--- src/sv/cst_pkg.sv ---
`timescale 1ns / 1ps

package cst_pkg;

	localparam int TERMS = 24;

	localparam int ANGLE_W = 31;
	localparam int COS_W   = 32;
	localparam int AX_W    = 30;
	localparam int XSQ_W   = 34;
	localparam int RECIP_W = 30;
	localparam int Q_W     = 31;
	localparam int MAG_W   = 33;
	localparam int SUM_W   = 36;
	localparam int ABS_W   = 31;

	localparam int FRAC      = 30;
	localparam int XSQ_SHIFT = 26;
	localparam int Q_SHIFT   = 32;
	localparam int MAG_SHIFT = 28;
	localparam int SQ_SHIFT  = 29;

	localparam longint ONE_Q30 = longint'(1) << FRAC;

	localparam logic signed [ANGLE_W-1:0] PI_Q28 = 31'sd843314856;
	localparam logic [RECIP_W-1:0] RECIP_1 = RECIP_W'(ONE_Q30 / 2);
	localparam logic [MAG_W-1:0] ONE_MAG = MAG_W'(ONE_Q30);
	localparam logic [ABS_W-1:0] ONE_ABS = ABS_W'(ONE_Q30);
	localparam logic [COS_W-1:0] COS_ONE = COS_W'(ONE_Q30 << 1);

	// partial state of the series as it moves from cell to cell
	typedef struct packed {
		logic [XSQ_W-1:0]        xsq;
		logic [Q_W-1:0]          q;
		logic [MAG_W-1:0]        mag;
		logic signed [SUM_W-1:0] sum;
	} term_t;

endpackage

--- src/sv/cst_back.sv ---
`timescale 1ns / 1ps

module cst_back (
	input  logic                        clk,
	input  logic                        arst_n,
	input  logic                        valid_in,
	output logic                        ready_up,
	input  cst_pkg::term_t              d_in,
	output logic                        valid_out,
	input  logic                        stall_down,
	output logic [cst_pkg::COS_W-1:0]   cos_sq
);
	import cst_pkg::*;

	logic signed [SUM_W-1:0] s_neg;
	logic [SUM_W-1:0] s_abs;
	logic [ABS_W-1:0] s_clamp;
	logic [2*ABS_W-1:0] sq;
	logic en_s1, en_s2;
	logic v_s1, v_s2;
	logic [ABS_W-1:0] abs_s1;
	logic [COS_W-1:0] cos_s2;

	assign s_neg = -d_in.sum;
	assign s_abs = d_in.sum[SUM_W-1] ? $unsigned(s_neg) : $unsigned(d_in.sum);
	// a sum past one in magnitude counts as exactly one
	assign s_clamp = (s_abs > SUM_W'(ONE_Q30)) ? ONE_ABS : s_abs[ABS_W-1:0];
	assign sq = (2*ABS_W)'(abs_s1) * (2*ABS_W)'(abs_s1);

	assign en_s2 = !v_s2 || !stall_down;
	assign en_s1 = !v_s1 || en_s2;
	assign ready_up = en_s1;

	always_ff @(posedge clk or negedge arst_n) begin
		if (!arst_n) begin
			v_s1 <= 1'b0;
			v_s2 <= 1'b0;
		end else begin
			if (en_s1) begin
				v_s1 <= valid_in;
			end
			if (en_s2) begin
				v_s2 <= v_s1;
			end
		end
	end

	always_ff @(posedge clk) begin
		if (en_s1 && valid_in) begin
			abs_s1 <= s_clamp;
		end
		if (en_s2 && v_s1) begin
			cos_s2 <= sq[SQ_SHIFT +: COS_W];
		end
	end

	assign valid_out = v_s2;
	assign cos_sq = cos_s2;

endmodule

--- config.mk ---
export PLATFORM = sky130hd
export DESIGN_NAME = cst_back
export DESIGN_NICKNAME = d
export VERILOG_FILES = /design/src/sv/cst_pkg.sv /design/src/sv/cst_back.sv
export SDC_FILE = /design/constraint.sdc
export NUM_CORES = 2
export LEC_CHECK = 0
export BUFFER_PORTS_ARGS = -buffer_cell sky130_fd_sc_hd__clkbuf_2
export CAP_MARGIN = 30
export CORE_AREA = 4 4 353 268
export CTS_CLUSTER_DIAMETER = 200
export DETAILED_ROUTE_END_ITERATION = 7
export DIE_AREA = 0 0 357 272
export PLACE_DENSITY = 0.5
export SLEW_MARGIN = 20
export SYNTH_ARGS = -nofsm -noshare
export SYNTH_HDL_FRONTEND = slang
export SYNTH_SLANG_ARGS = --single-unit
--- constraint.sdc ---
create_clock -name clk -period 23.7 [get_ports clk]
set_input_delay 2.37 -clock clk [delete_from_list [all_inputs] [get_ports clk]]
set_output_delay 2.37 -clock clk [all_outputs]
set_load 0.01 [all_outputs]
# Word-level counts from Yosys, hierarchy flattened
# Index checks and enable logic that the tools add are counted.
[word_totals] register_bits=65 in_bits=138 out_inout_bits=34 wordCells=15
[op_classes] addsub=1 multipliers=1 order_cmp=1 n_mux=1 reduce_logical=7
[ops] op="$mul A31 B31 Y61" count=1
[ops] op="$gt A36 B31 Y1 const B" count=1
[ops] op="$mux W36" count=1
[ops] op="$neg A36 Y36" count=1
[ops] op="$logic_not A1 Y1" count=3
[ops] op="$logic_and A1 B1 Y1" count=2
[ops] op="$logic_or A1 B1 Y1" count=2

# Longest topological paths before layout
[depth] depth_word=4 mapped_depth=31 mapped_depth_nobuf=29

# Least setup slack after synthesis
# No wires, ideal clock.
[synth_timing] path_kind="register to register" from="register abs_s1[4]" to="register cos_s2[31] (netlist: cos_sq[31]) (data pin)" setup_ns=0.271 t_arrival_ns=7.404 required_ns=23.429 slack_ns=16.025 path_stages_with_launch=30 n_path_buf=2 synth_period_minus_slack_ns=7.675 path_cell_list="edfxtp_1 > clkbuf_1 > clkbuf_1 > nand2_1 > fa_1 > inv_1 > fa_1 > fa_1 > inv_1 > fa_1 > inv_1 > fa_1 > inv_1 > fa_1 > inv_1 > fa_1 > inv_1 > fa_1 > inv_1 > ha_1 > a21oi_1 > o21ai_0 > a2111oi_0 > o31ai_1 > nor3_1 > o311ai_0 > o211ai_1 > nor3_1 > a2111oi_0 > xnor2_1"
[synth_via] elab_chain_cells=1
[synth_lines] element="start, declared" line="cst_back.sv:21" source="logic [ABS_W-1:0] abs_s1;"
[synth_lines] element="start signal, assigned" line="cst_back.sv:50" source="abs_s1 <= s_clamp;"
[synth_lines] element="$mul A31 B31 Y61" line="cst_back.sv:28" source="assign sq = (2*ABS_W)'(abs_s1) * (2*ABS_W)'(abs_s1);"
[synth_lines] element="via sq[60]" line="cst_back.sv:18" source="logic [2*ABS_W-1:0] sq;"
[synth_lines] element="end signal, assigned" line="cst_back.sv:53" source="cos_s2 <= sq[SQ_SHIFT +: COS_W];"
[synth_lines] element="end, declared" line="cst_back.sv:22" source="logic [COS_W-1:0] cos_s2;"
# The timed path passes the listed nets, and every way through them passes these cells.
# A chain may end at the register's enable or synchronous reset.

# Worst setup path in the final report
[layout_timing] from="register abs_s1[15]" to="register cos_s2[28] (netlist: cos_sq[28]) (data pin)"
# Same word-level chain as after synthesis.

==> metrics.md <==
| Metric | Value |
|---|---|
| Critical Path Source | `abs_s1[15]` |
| Status | `completed` |
| Final setup viols | `0` |
| Yosys Warn Count | `0` |
| Routed wire length | `81100 µm` |
| Die width | `357 µm` |
| First-pass GRT wire length | `131000 µm` |
| Starting Density | `0.328` |
| Drt wl/cell | `18.5 µm` |
| Critical Path AT | `9.92 ns` |
| Die area | `97100 µm²` |
| Register bit count reported by yosys | `65` |
| Worst slew margin | `0.246` |
| Gp weighted congestion | `0.868` |
| Syn nets | `4295` |
| Netlist Area Pre-Place | `29900 µm²` |
| RR Startpoint | `abs_s1[15]` |
| HP Class | `flop to flop` |
| DP HPWL | `64100 µm` |
| Synth async-reset ratio | `0.0308` |
| TritonRoute pass-1 iters | `5` |
| Layout cell share with drive strength beyond 1 | `0.0507` |
| Tcrit/Tclk final | `0.413` |
| Hold Crit Start | `v_s1` |
| Synth top area cells | `fa_1, inv_1, ha_1, edfxtp_1, and2_1` |
| Setup TNS | `0 ns` |
| Cells after Synth | `3143` |
| Largest net degree at the start of global routing | `57` |
| Seq/Total Area, Yosys | `0.0650` |
| Most frequent cells in the layout | `inv_1, fa_1, nand2_1` |
| Num CTS Buffers | `9` |
| RSZ-0062 raised after global routing | `false` |
| GRT Residual Overflow | `0` |
| Synth top area share | `0.500` |
| CTS tree | `built` |
| Fin. Hold Viols | `0` |
| CP Max Fanout | `26` |
| Number of synthesized flops with an enable pin | `63` |
| Max Buffers Root-to-Sink | `2` |
| Clock Pin Slew Worst Setup and Hold Paths | `0.07 ns` |
| CP Launch Type | `flop` |
| Root Driver | `clkbuf_16` |
| Design area | `32000 µm²` |
| Core ar. | `91000 µm²` |
| Post-CTS setup buffers | `0` |
| Site Rows | `96` |
| IO Pins | `172` |
| Min Tclk post-route | `9.79 ns` |
| DR vias | `20000` |
| Vias in the first global route | `21900` |
| # Max-Cap Violations | `0` |
| Syn Area/Cell | `9.51 µm²` |
| P&R area growth vs syn | `6.93%` |
| DR iter-0 viols | `1178` |
| Drt via density | `4.57` |
| Antenna fix cells | `0` |
| Kind of critical path | `flop to flop` |
| Initial antenna violation count | `6` |
| Final-stage net count | `4303` |
| IO Port Bufs | `73` |
| H-tree depth | `3` |
| Netlist cell types | `66` |
| Post-cts sizing count | `0` |
| Antenna-violating nets left | `0` |
| Die Height | `272 µm` |
| FMAX | `102 MHz` |
| Utilization after layout | `0.351` |
| CTS Hold Bufs | `0` |
| Placed cell area | `31600 µm²` |
| Main synth FF type | `edfxtp_1` |
| Yosys top cell by area | `fa_1` |
| Num Clock Sinks | `65` |
| Worst Tran Pin Value | `1.13 ns` |
| Max Slew Vio Count | `0` |
| Latest clock arrival within the worst-skew pair | `0.40 ns` |
| DRC Markers | `0` |
| Worst path required time | `23.83 ns` |
| GRT Resource Usage Total | `0.177` |
| Clock skew | `0.0256 ns` |
| Commonest non-fill, non-tap cell in the layout | `inv_1` |
| Crit. End Element | `flop` |
-- path summary, 6_finish.rpt --
check / to / slack, ns / cells past startpoint
min in group asynchronous: v_s1 / 1.77 / 1
setup reg to reg: cos_sq[28] / 13.91 / 24
hold / removal: valid_out / 0.48 / 1
setup / recovery: cos_sq[28] / 13.91 / 24
hold reg to reg: valid_out / 0.48 / 1
max in group asynchronous: valid_out / 21.84 / 1
-- flip-flops by register name, summed over array words and instances (netlist names) --
name       cells
abs_s1        31
cos_sq        32
v_s1           1
valid_out      1
-- Yosys cell counts (all sizes together) (3+ instances only) --
| master | number |
|---|---|
| inv | 925 |
| fa | 747 |
| nand2 | 310 |
| ha | 267 |
| and2 | 188 |
| clkbuf | 106 |
| nor2 | 96 |
| edfxtp | 63 |
| a21oi | 61 |
| xor2 | 51 |
| o21ai | 43 |
| xnor2 | 42 |
| a21o | 25 |
| nand3 | 22 |
| nor2b | 19 |
| nand4 | 18 |
| nor3 | 13 |
| a31oi | 11 |
| o21bai | 10 |
| or2 | 9 |
| and3 | 8 |
| buf | 8 |
| nor4 | 8 |
| or3 | 8 |
| nand2b | 7 |
| o21a | 7 |
| o31ai | 7 |
| a211oi | 5 |
| a31o | 4 |
| mux2i | 4 |
| o41ai | 4 |
| a2111oi | 3 |
| a32oi | 3 |
| a41oi | 3 |
| mux2 | 3 |
| or4 | 3 |
-- kinds of logic (layout without fill, tap and decap cells) --
logic type | Yosys count | in the layout | synth area share
flops | 65 | 65 | 0.0650
xor+xnor | 93 | 93 | 0.0272
buf+inv | 1041 | 1054 | 0.132
simple gates | 716 | 716 | 0.116
mux | 7 | 7 | 0.00247
fa+ha+maj | 1014 | 1014 | 0.612
compound gates | 207 | 207 | 0.0452
-- worst max-delay path: stages (launching register included) --
cell	delay, ns
edfxtp_1	0.32
buf_4	0.41
clkinv_1	0.57
nor2_1	0.41
fa_1	0.50
fa_1	0.54
inv_1	0.05
fa_1	0.65
fa_1	0.48
fa_1	0.58
inv_1	0.06
fa_1	0.49
fa_1	0.56
fa_1	0.45
ha_1	0.34
nand4_1	0.16
nor2_1	0.08
a31oi_1	0.16
o211ai_1	0.10
a41oi_1	0.37
o31ai_1	0.29
a221oi_1	0.98
o21ai_0	0.50
a41oi_1	0.38
xnor2_1	0.09
-- cell type report --
class | count | area, µm²
Tap cell | 1225 | 1530
Multi-Input combinational cell | 2037 | 24000
Timing Repair Buffer | 111 | 651
Inverter | 927 | 3480
Clock inverter | 7 | 104
Sequential cell | 65 | 1940
Clock buffer | 9 | 225
Fill cell | 9563 | 59100
-- routing by layer --
| layer | up-vias | wire, µm | global-route usage |
|---|---|---|---|
| met3 | 58 | 5110 | 0.0314 |
| met1 | 10200 | 42000 | 0.284 |
| met2 | 520 | 32300 | 0.245 |
| met5 | - | 0 | 0 |
| li1 | 9233 | - | - |
| met4 | 0 | 1680 | 0.0363 |
-- stage by stage --
| stage | std cells | setup slack (ns) | hold slack (ns) |
|---|---|---|---|
| 2_1_floorplan | 3143 | 16.02 | 0.443 |
| 3_3_place_gp | 4365 | 14.04 | 0.469 |
| 3_5_place_dp | 4365 | 14.01 | 0.470 |
| 4_1_cts | 4381 | 13.95 | 0.486 |
| 5_1_grt | 4381 | 13.53 | 0.537 |
| 6_report | 4381 | 13.91 | 0.481 |
Power is left out: the tool's default activity adds up to more than one toggle a clock period on the data nets, which glitch-free logic cannot reach.
