--- src/sv/cst_pkg.sv ---
`timescale 1ns / 1ps

package cst_pkg;

	localparam int TERMS = 24;

	localparam int ANGLE_W = 31;
	localparam int COS_W   = 32;
	localparam int AX_W    = 30;
	localparam int XSQ_W   = 34;
	localparam int RECIP_W = 30;
	localparam int Q_W     = 31;
	localparam int MAG_W   = 33;
	localparam int SUM_W   = 36;
	localparam int ABS_W   = 31;

	localparam int FRAC      = 30;
	localparam int XSQ_SHIFT = 26;
	localparam int Q_SHIFT   = 32;
	localparam int MAG_SHIFT = 28;
	localparam int SQ_SHIFT  = 29;

	localparam longint ONE_Q30 = longint'(1) << FRAC;

	localparam logic signed [ANGLE_W-1:0] PI_Q28 = 31'sd843314856;
	localparam logic [RECIP_W-1:0] RECIP_1 = RECIP_W'(ONE_Q30 / 2);
	localparam logic [MAG_W-1:0] ONE_MAG = MAG_W'(ONE_Q30);
	localparam logic [ABS_W-1:0] ONE_ABS = ABS_W'(ONE_Q30);
	localparam logic [COS_W-1:0] COS_ONE = COS_W'(ONE_Q30 << 1);

	// partial state of the series as it moves from cell to cell
	typedef struct packed {
		logic [XSQ_W-1:0]        xsq;
		logic [Q_W-1:0]          q;
		logic [MAG_W-1:0]        mag;
		logic signed [SUM_W-1:0] sum;
	} term_t;

endpackage

--- src/sv/cst_cell.sv ---
`timescale 1ns / 1ps

module cst_cell (
	input  logic                          clk,
	input  logic                          arst_n,
	input  logic                          valid_in,
	output logic                          ready_up,
	input  cst_pkg::term_t                d_in,
	input  logic [cst_pkg::RECIP_W-1:0]   recip_next,
	input  logic                          negate,
	output logic                          valid_out,
	input  logic                          ready_down,
	output cst_pkg::term_t                d_out
);
	import cst_pkg::*;

	logic [MAG_W+Q_W-1:0] mag_prod;
	logic [XSQ_W+RECIP_W-1:0] q_prod;
	logic [MAG_W-1:0] mag_n;
	logic signed [SUM_W-1:0] mag_ext;
	logic v_q;
	term_t d_q;

	assign mag_prod = (MAG_W+Q_W)'(d_in.mag) * (MAG_W+Q_W)'(d_in.q);
	assign mag_n = mag_prod[MAG_SHIFT +: MAG_W];
	assign mag_ext = $signed(SUM_W'(mag_n));
	// next cell's ratio is computed here so no cell chains two multiplies
	assign q_prod = (XSQ_W+RECIP_W)'(d_in.xsq) * (XSQ_W+RECIP_W)'(recip_next);

	assign ready_up = !v_q || ready_down;

	always_ff @(posedge clk or negedge arst_n) begin
		if (!arst_n) begin
			v_q <= 1'b0;
		end else if (ready_up) begin
			v_q <= valid_in;
		end
	end

	always_ff @(posedge clk) begin
		if (ready_up && valid_in) begin
			d_q.xsq <= d_in.xsq;
			d_q.q   <= q_prod[Q_SHIFT +: Q_W];
			d_q.mag <= mag_n;
			d_q.sum <= negate ? d_in.sum - mag_ext : d_in.sum + mag_ext;
		end
	end

	assign valid_out = v_q;
	assign d_out = d_q;

endmodule

--- config.mk ---
export PLATFORM = sky130hd
export DESIGN_NAME = cst_cell
export DESIGN_NICKNAME = d
export VERILOG_FILES = /design/src/sv/cst_pkg.sv /design/src/sv/cst_cell.sv
export SDC_FILE = /design/constraint.sdc
export NUM_CORES = 2
export LEC_CHECK = 0
export BUFFER_PORTS_ARGS = -buffer_cell sky130_fd_sc_hd__buf_2
export CORE_MARGIN = 4
export CORE_UTILIZATION = 65
export CTS_CLUSTER_SIZE = 10
export DETAILED_ROUTE_END_ITERATION = 6
export GPL_TIMING_DRIVEN = 0
export PLACE_DENSITY = 0.85
export SYNTH_ARGS = -nofsm -noshare
export SYNTH_HDL_FRONTEND = slang
export SYNTH_SLANG_ARGS = --single-unit
--- constraint.sdc ---
create_clock -name clk -period 5.45 [get_ports clk]
set_input_delay 0.545 -clock clk [delete_from_list [all_inputs] [get_ports clk]]
set_output_delay 0.545 -clock clk [all_outputs]
set_load 0.005 [all_outputs]
[After elaboration in Yosys (flattened, before gate mapping)]
Cells that the tools add are included.
Cells by class
  $add $sub $neg: 2
  multipliers: 2
  multiplexer cells: 1
  reductions and logical operators: 3
Operators with widths (number)
  $mul A34 B30 Y63: 1
  $mul A33 B31 Y61: 1
  $add A36 B34 Y36: 1
  $mux W36: 1
  $sub A36 B34 Y36: 1
  $logic_and A1 B1 Y1: 1
  $logic_not A1 Y1: 1
  $logic_or A1 B1 Y1: 1
Storage, ports and cells
  flip-flop bits (word level): 135
  output and inout port bits: 136
  word-level logic and storage cells: 13

[Longest topological paths before layout]
  depth after elaboration: 3
  mapped depth: 45
  mapped depth without buffers: 43

[Worst setup path before layout]
Ideal clock, no wire load.
  path kind: input to register
  from: input port d_in[73] (netlist bit)
  to: register d_q (netlist bit d_out[25]) (data pin)
  setup time: 0.266 ns
  data arrival time: 10.407 ns
  path slack: -5.222 ns
  stages: 43
  path buffers: 2
  cell sequence: clkbuf_1 and2_1 fa_1 fa_1 fa_1 inv_1 fa_1 inv_1 fa_1 inv_1 fa_1 inv_1 fa_1 inv_1 fa_1 inv_1 ha_1 and4_1 [7 not listed] nand3b_1 nor4_1 inv_1 o21a_1 xnor2_1 ha_1 clkbuf_1 a21o_1 a21o_1 a211o_1 and2_1 a311o_1 a21oi_1 o31a_1 o21ai_0 a211oi_1 nor4b_1 or3b_1
On the way
  cells in the longest elaborated chain, start to end: 3
Ends and longest elaborated chain
  from (decl): RTL line cst_cell.sv:8  | input cst_pkg::term_t d_in,
  $mul A33 B31 Y61 (*): RTL line cst_cell.sv:24  | assign mag_prod = (MAG_W+Q_W)'(d_in.mag) * (MAG_W+Q_W)'(d_in.q);
  named net mag_prod[29]: RTL line cst_cell.sv:17  | logic [MAG_W+Q_W-1:0] mag_prod;
  $add A36 B34 Y36 or $sub A36 B34 Y36 (tied branches): RTL line cst_cell.sv:45  | d_q.sum <= negate ? d_in.sum - mag_ext : d_in.sum + mag_ext;
  $mux W36 (*): RTL line cst_cell.sv:45
  to (decl): RTL line cst_cell.sv:22  | term_t d_q;
The timed path passes the listed nets; every way through them passes the cells marked *.
A chain may end at the register's enable or synchronous reset.

[Worst setup path in the final report]
  from: input port d_in[49] (netlist bit)
  to: register d_q (netlist bit d_out[25]) (data pin)
The elaborated chain is that of the path after synthesis.

==> run_results.csv <==
group,metric,value,unit
run_status,run_status,"complete, but fails checks",
run_status,violations,"negative setup slack",
sta,worstMarginPinSlew,1.20,ns
route,wl_per_cell,26.7,microns
die,die_width,336,microns
route,via_per_inst,6.11,
grt,grt_max_degree,65,
yosys,synthCells,7607,
grt,grt_usage,0.463,
grt,met3_usage,0.180,
yosys,synth_edf_count,134,
grt,antenna_found_initial,22,
final_layout,layout-drive-gt1-share,0.184,
clock_network,clock_latency,0.54,ns
sta,timing.fmax,0.0968,GHz
die,core_area,106000,sq um
route,drc_errors,0,
grt,top_usage_layer,"met2",
critical_path,path_buf_inv,10,
critical_path,worst_ep_required_time,5.74,ns
yosys,yosys_register_bits,135,
sta,report.final.slew_viol_count,0,
clock_network,htreeDepth,4,
yosys,yosys_most_used_dff,"edfxtp_1",
route,first_pass_iters,6,
placed_design,portBuffers,282,
yosys,netlist.area_leader.share,0.511,
die,num_rows,119,
critical_path,cp_slowest_cell,"fa_2",
sta,maxSlewHeadroom,0.199,
clock_network,clk_pin_slew,0.08,ns
die,io_pins,305,
sta,fin_crit_sh,1.90,
yosys,async_reset_ff_frac,0.00741,
critical_path,crit_fanout,6,
sta,setup_slack,-4.88,ns
critical_path,cp-end-kind,"flop",
worst_hold_path,hp-class,"in -> reg",
die,die-area,113000,sq um
critical_path,crit_arrival,10.62,ns
sta,clock_skew,0.0161,ns
die,initial_core_util,0.659,
route,num_vias,58700,
critical_path,path_delay_family,"adder cells",
yosys,yosysSeqAreaShare,0.0580,
critical_path,startpoint_type,"primary input",
grt,grt_pass1_vias,62000,
route,antenna_left,0,
yosys,yosys.cell_types.count,88,
final_layout,synthToLayoutAreaGrowth,19.9,%
final_layout,fin_nets,10700,
clock_network,cts_root_buf,"clkbuf_16",
grt,grt_overflow_total,0,
clock_network,cts_buffers,17,
placed_design,dp_hpwl,207,mm
sta,rsz0062_at_grt,"yes",
clock_network,clk_path_buf_depth,2,
yosys,synthesis.nets,10100,
critical_path,path_class,"in -> reg",
critical_path,critPathMaxStageDelay,0.58,ns
yosys,syn_area_per_cell,9.18,sq um
sta,fin_crit,10.33,ns
yosys,netlist_top_cells_area,"fa_1, inv_1, ha_1",
grt,grt_pass1_wl,380,mm
yosys,synth_area,69800,sq um
route,wl,257,mm
final_layout,fillers,6907,
grt,grtUsageMet2,0.667,
sta,finalSetupViolCount,100,
sta,setup_tns,-259.44,ns
yosys,ys_warn_count,0,
die,die_y,336,microns
placed_design,gp_congestion,1.07,
route,drt-initial-drc-count,6016,
grt,use_met1,0.602,
critical_path,cpMostUsedCell,"fa_1",
clock_network,cts_tree,"built",
yosys,synth_top_area_cell,"fa_1",
flow_run,timing.max_cap.violations,0,
sta,hold_viol,0,
clock_network,clock_sinks,135,
## cells in the final DEF, fill, tap and decap left out, types with 48 or more instances in the layout
| cell type | instances |
|---|---|
| inv_1 | 1724 |
| fa_1 | 1675 |
| nand2_1 | 1383 |
| and2_1 | 649 |
| ha_1 | 454 |
| buf_4 | 251 |
| buf_2 | 225 |
| clkbuf_16 | 138 |
| edfxtp_1 | 134 |
| clkbuf_8 | 114 |
| fa_2 | 108 |
| a21o_1 | 81 |
| a21oi_1 | 75 |
| buf_6 | 73 |
| xnor2_1 | 72 |
| nor2_1 | 69 |
| clkbuf_4 | 58 |
| clkbuf_1 | 58 |
| a21oi_2 | 48 |
## Yosys cell counts, types with 6 or more instances
library cell  number
xor2_1            25
a21oi_1          140
xnor2_1           89
o21bai_1          19
o211ai_1          15
and2_1           689
a21o_1            81
a41oi_1            6
inv_1           1749
nor3_1            37
and3_1            20
a31oi_1           19
nand2b_1          17
fa_1            1783
and4_1             8
nand2_1         1445
o21a_1            19
nand4_1           24
nor2_1            88
nand3_1           27
nor2b_1           14
edfxtp_1         134
buf_2              7
o31ai_1            6
nor4_1             8
ha_1             510
o21ai_0           69
a211oi_1          12
clkbuf_1         413
a211o_1            6
or3_1              6
## state kept, by name, indices dropped and copies added, names as in the netlist
| name | cells |
|---|---|
| valid_out | 1 |
| d_out | 134 |
## path summary, 6_finish.rpt
path | from | to | slack, ns | cells past startpoint
worst max-delay path | d_in[49] | d_out[25] | -4.88 | 39
worst min-delay path | valid_in | valid_out | 0.22 | 2
worst max register to register | valid_out | d_out[73] | 3.30 | 4
worst min register to register | valid_out | valid_out | 0.56 | 2
max in group asynchronous | arst_n | valid_out | 5.06 | 2
min in group asynchronous | arst_n | valid_out | 0.30 | 2
## cells by family (layout without fill, tap and decap cells)
kind of cell | count (synthesis) | count (layout) | synth area share
AO/OA/AOI/OAI | 465 | 465 | 0.0444
XOR/XNOR | 117 | 117 | 0.0151
adder cells (fa/ha/maj) | 2293 | 2293 | 0.602
buffers and inverters | 2175 | 2770 | 0.117
flip-flops | 135 | 135 | 0.0580
multiplexers | 5 | 5 | 0.000735
other | 0 | 18 | 0
AND/OR/NAND/NOR | 2417 | 2417 | 0.162
## worst reg2reg max path, stage by stage, from the launching register on
cell	delay (ns)
dfrtp_1	0.38
nand2b_1	0.11
and2_4	0.40
buf_16	0.32
buf_16	0.39
## final cells by class
cell class	instances	area, sq um	area share
Timing Repair Buffer	569	4320	0.0516
Inverter	1751	6570	0.0785
Buffer	418	5770	0.0689
Antenna cell	18	45.0	0.000538
Clock inverter	15	154	0.00184
Tap cell	1391	1740	0.0208
Sequential cell	135	4050	0.0484
Multi-Input combinational cell	5297	60600	0.724
Clock buffer	17	425	0.00508
## per-layer routing
layer / part of all wire / wire length, microns / vias to the layer above
met3: 0.15 / 39300 / 1150
met1: 0.35 / 89100 / 29900
met5: 0.00041 / 106 / -
met4: 0.075 / 19200 / 14
met2: 0.42 / 109000 / 4200
li1: - / - / 23500
## repair_timing
action / in CTS / in global routing
setup endpoints to repair: 100 / 100
pin swaps: 267 / 179
resized for setup: 1009 / 193
setup buffers: 216 / 65
hold buffers: 1 / 0
hold endpoints to repair: 1 / 0
gates cloned: 4 / 3
## through the flow
step / worst slack, ns / std cells / utilization / instance area [sq um] / hold WS [ns]
2_1_floorplan: -4.56 / 7607 / - / 72300 / 0.249
3_3_place_gp: -6.53 / 9280 / 0.712 / 75500 / 0.320
3_5_place_dp: -6.57 / 9282 / 0.713 / 75600 / 0.325
4_1_cts: -4.54 / 9529 / 0.778 / 82500 / 0.212
5_1_grt: -5.09 / 9595 / 0.789 / 83700 / 0.233
6_report: -4.88 / 9611 / 0.790 / 83700 / 0.223
Power is left out: the tool's default activity adds up to more than one toggle a clock period on the data nets, which glitch-free logic cannot reach.
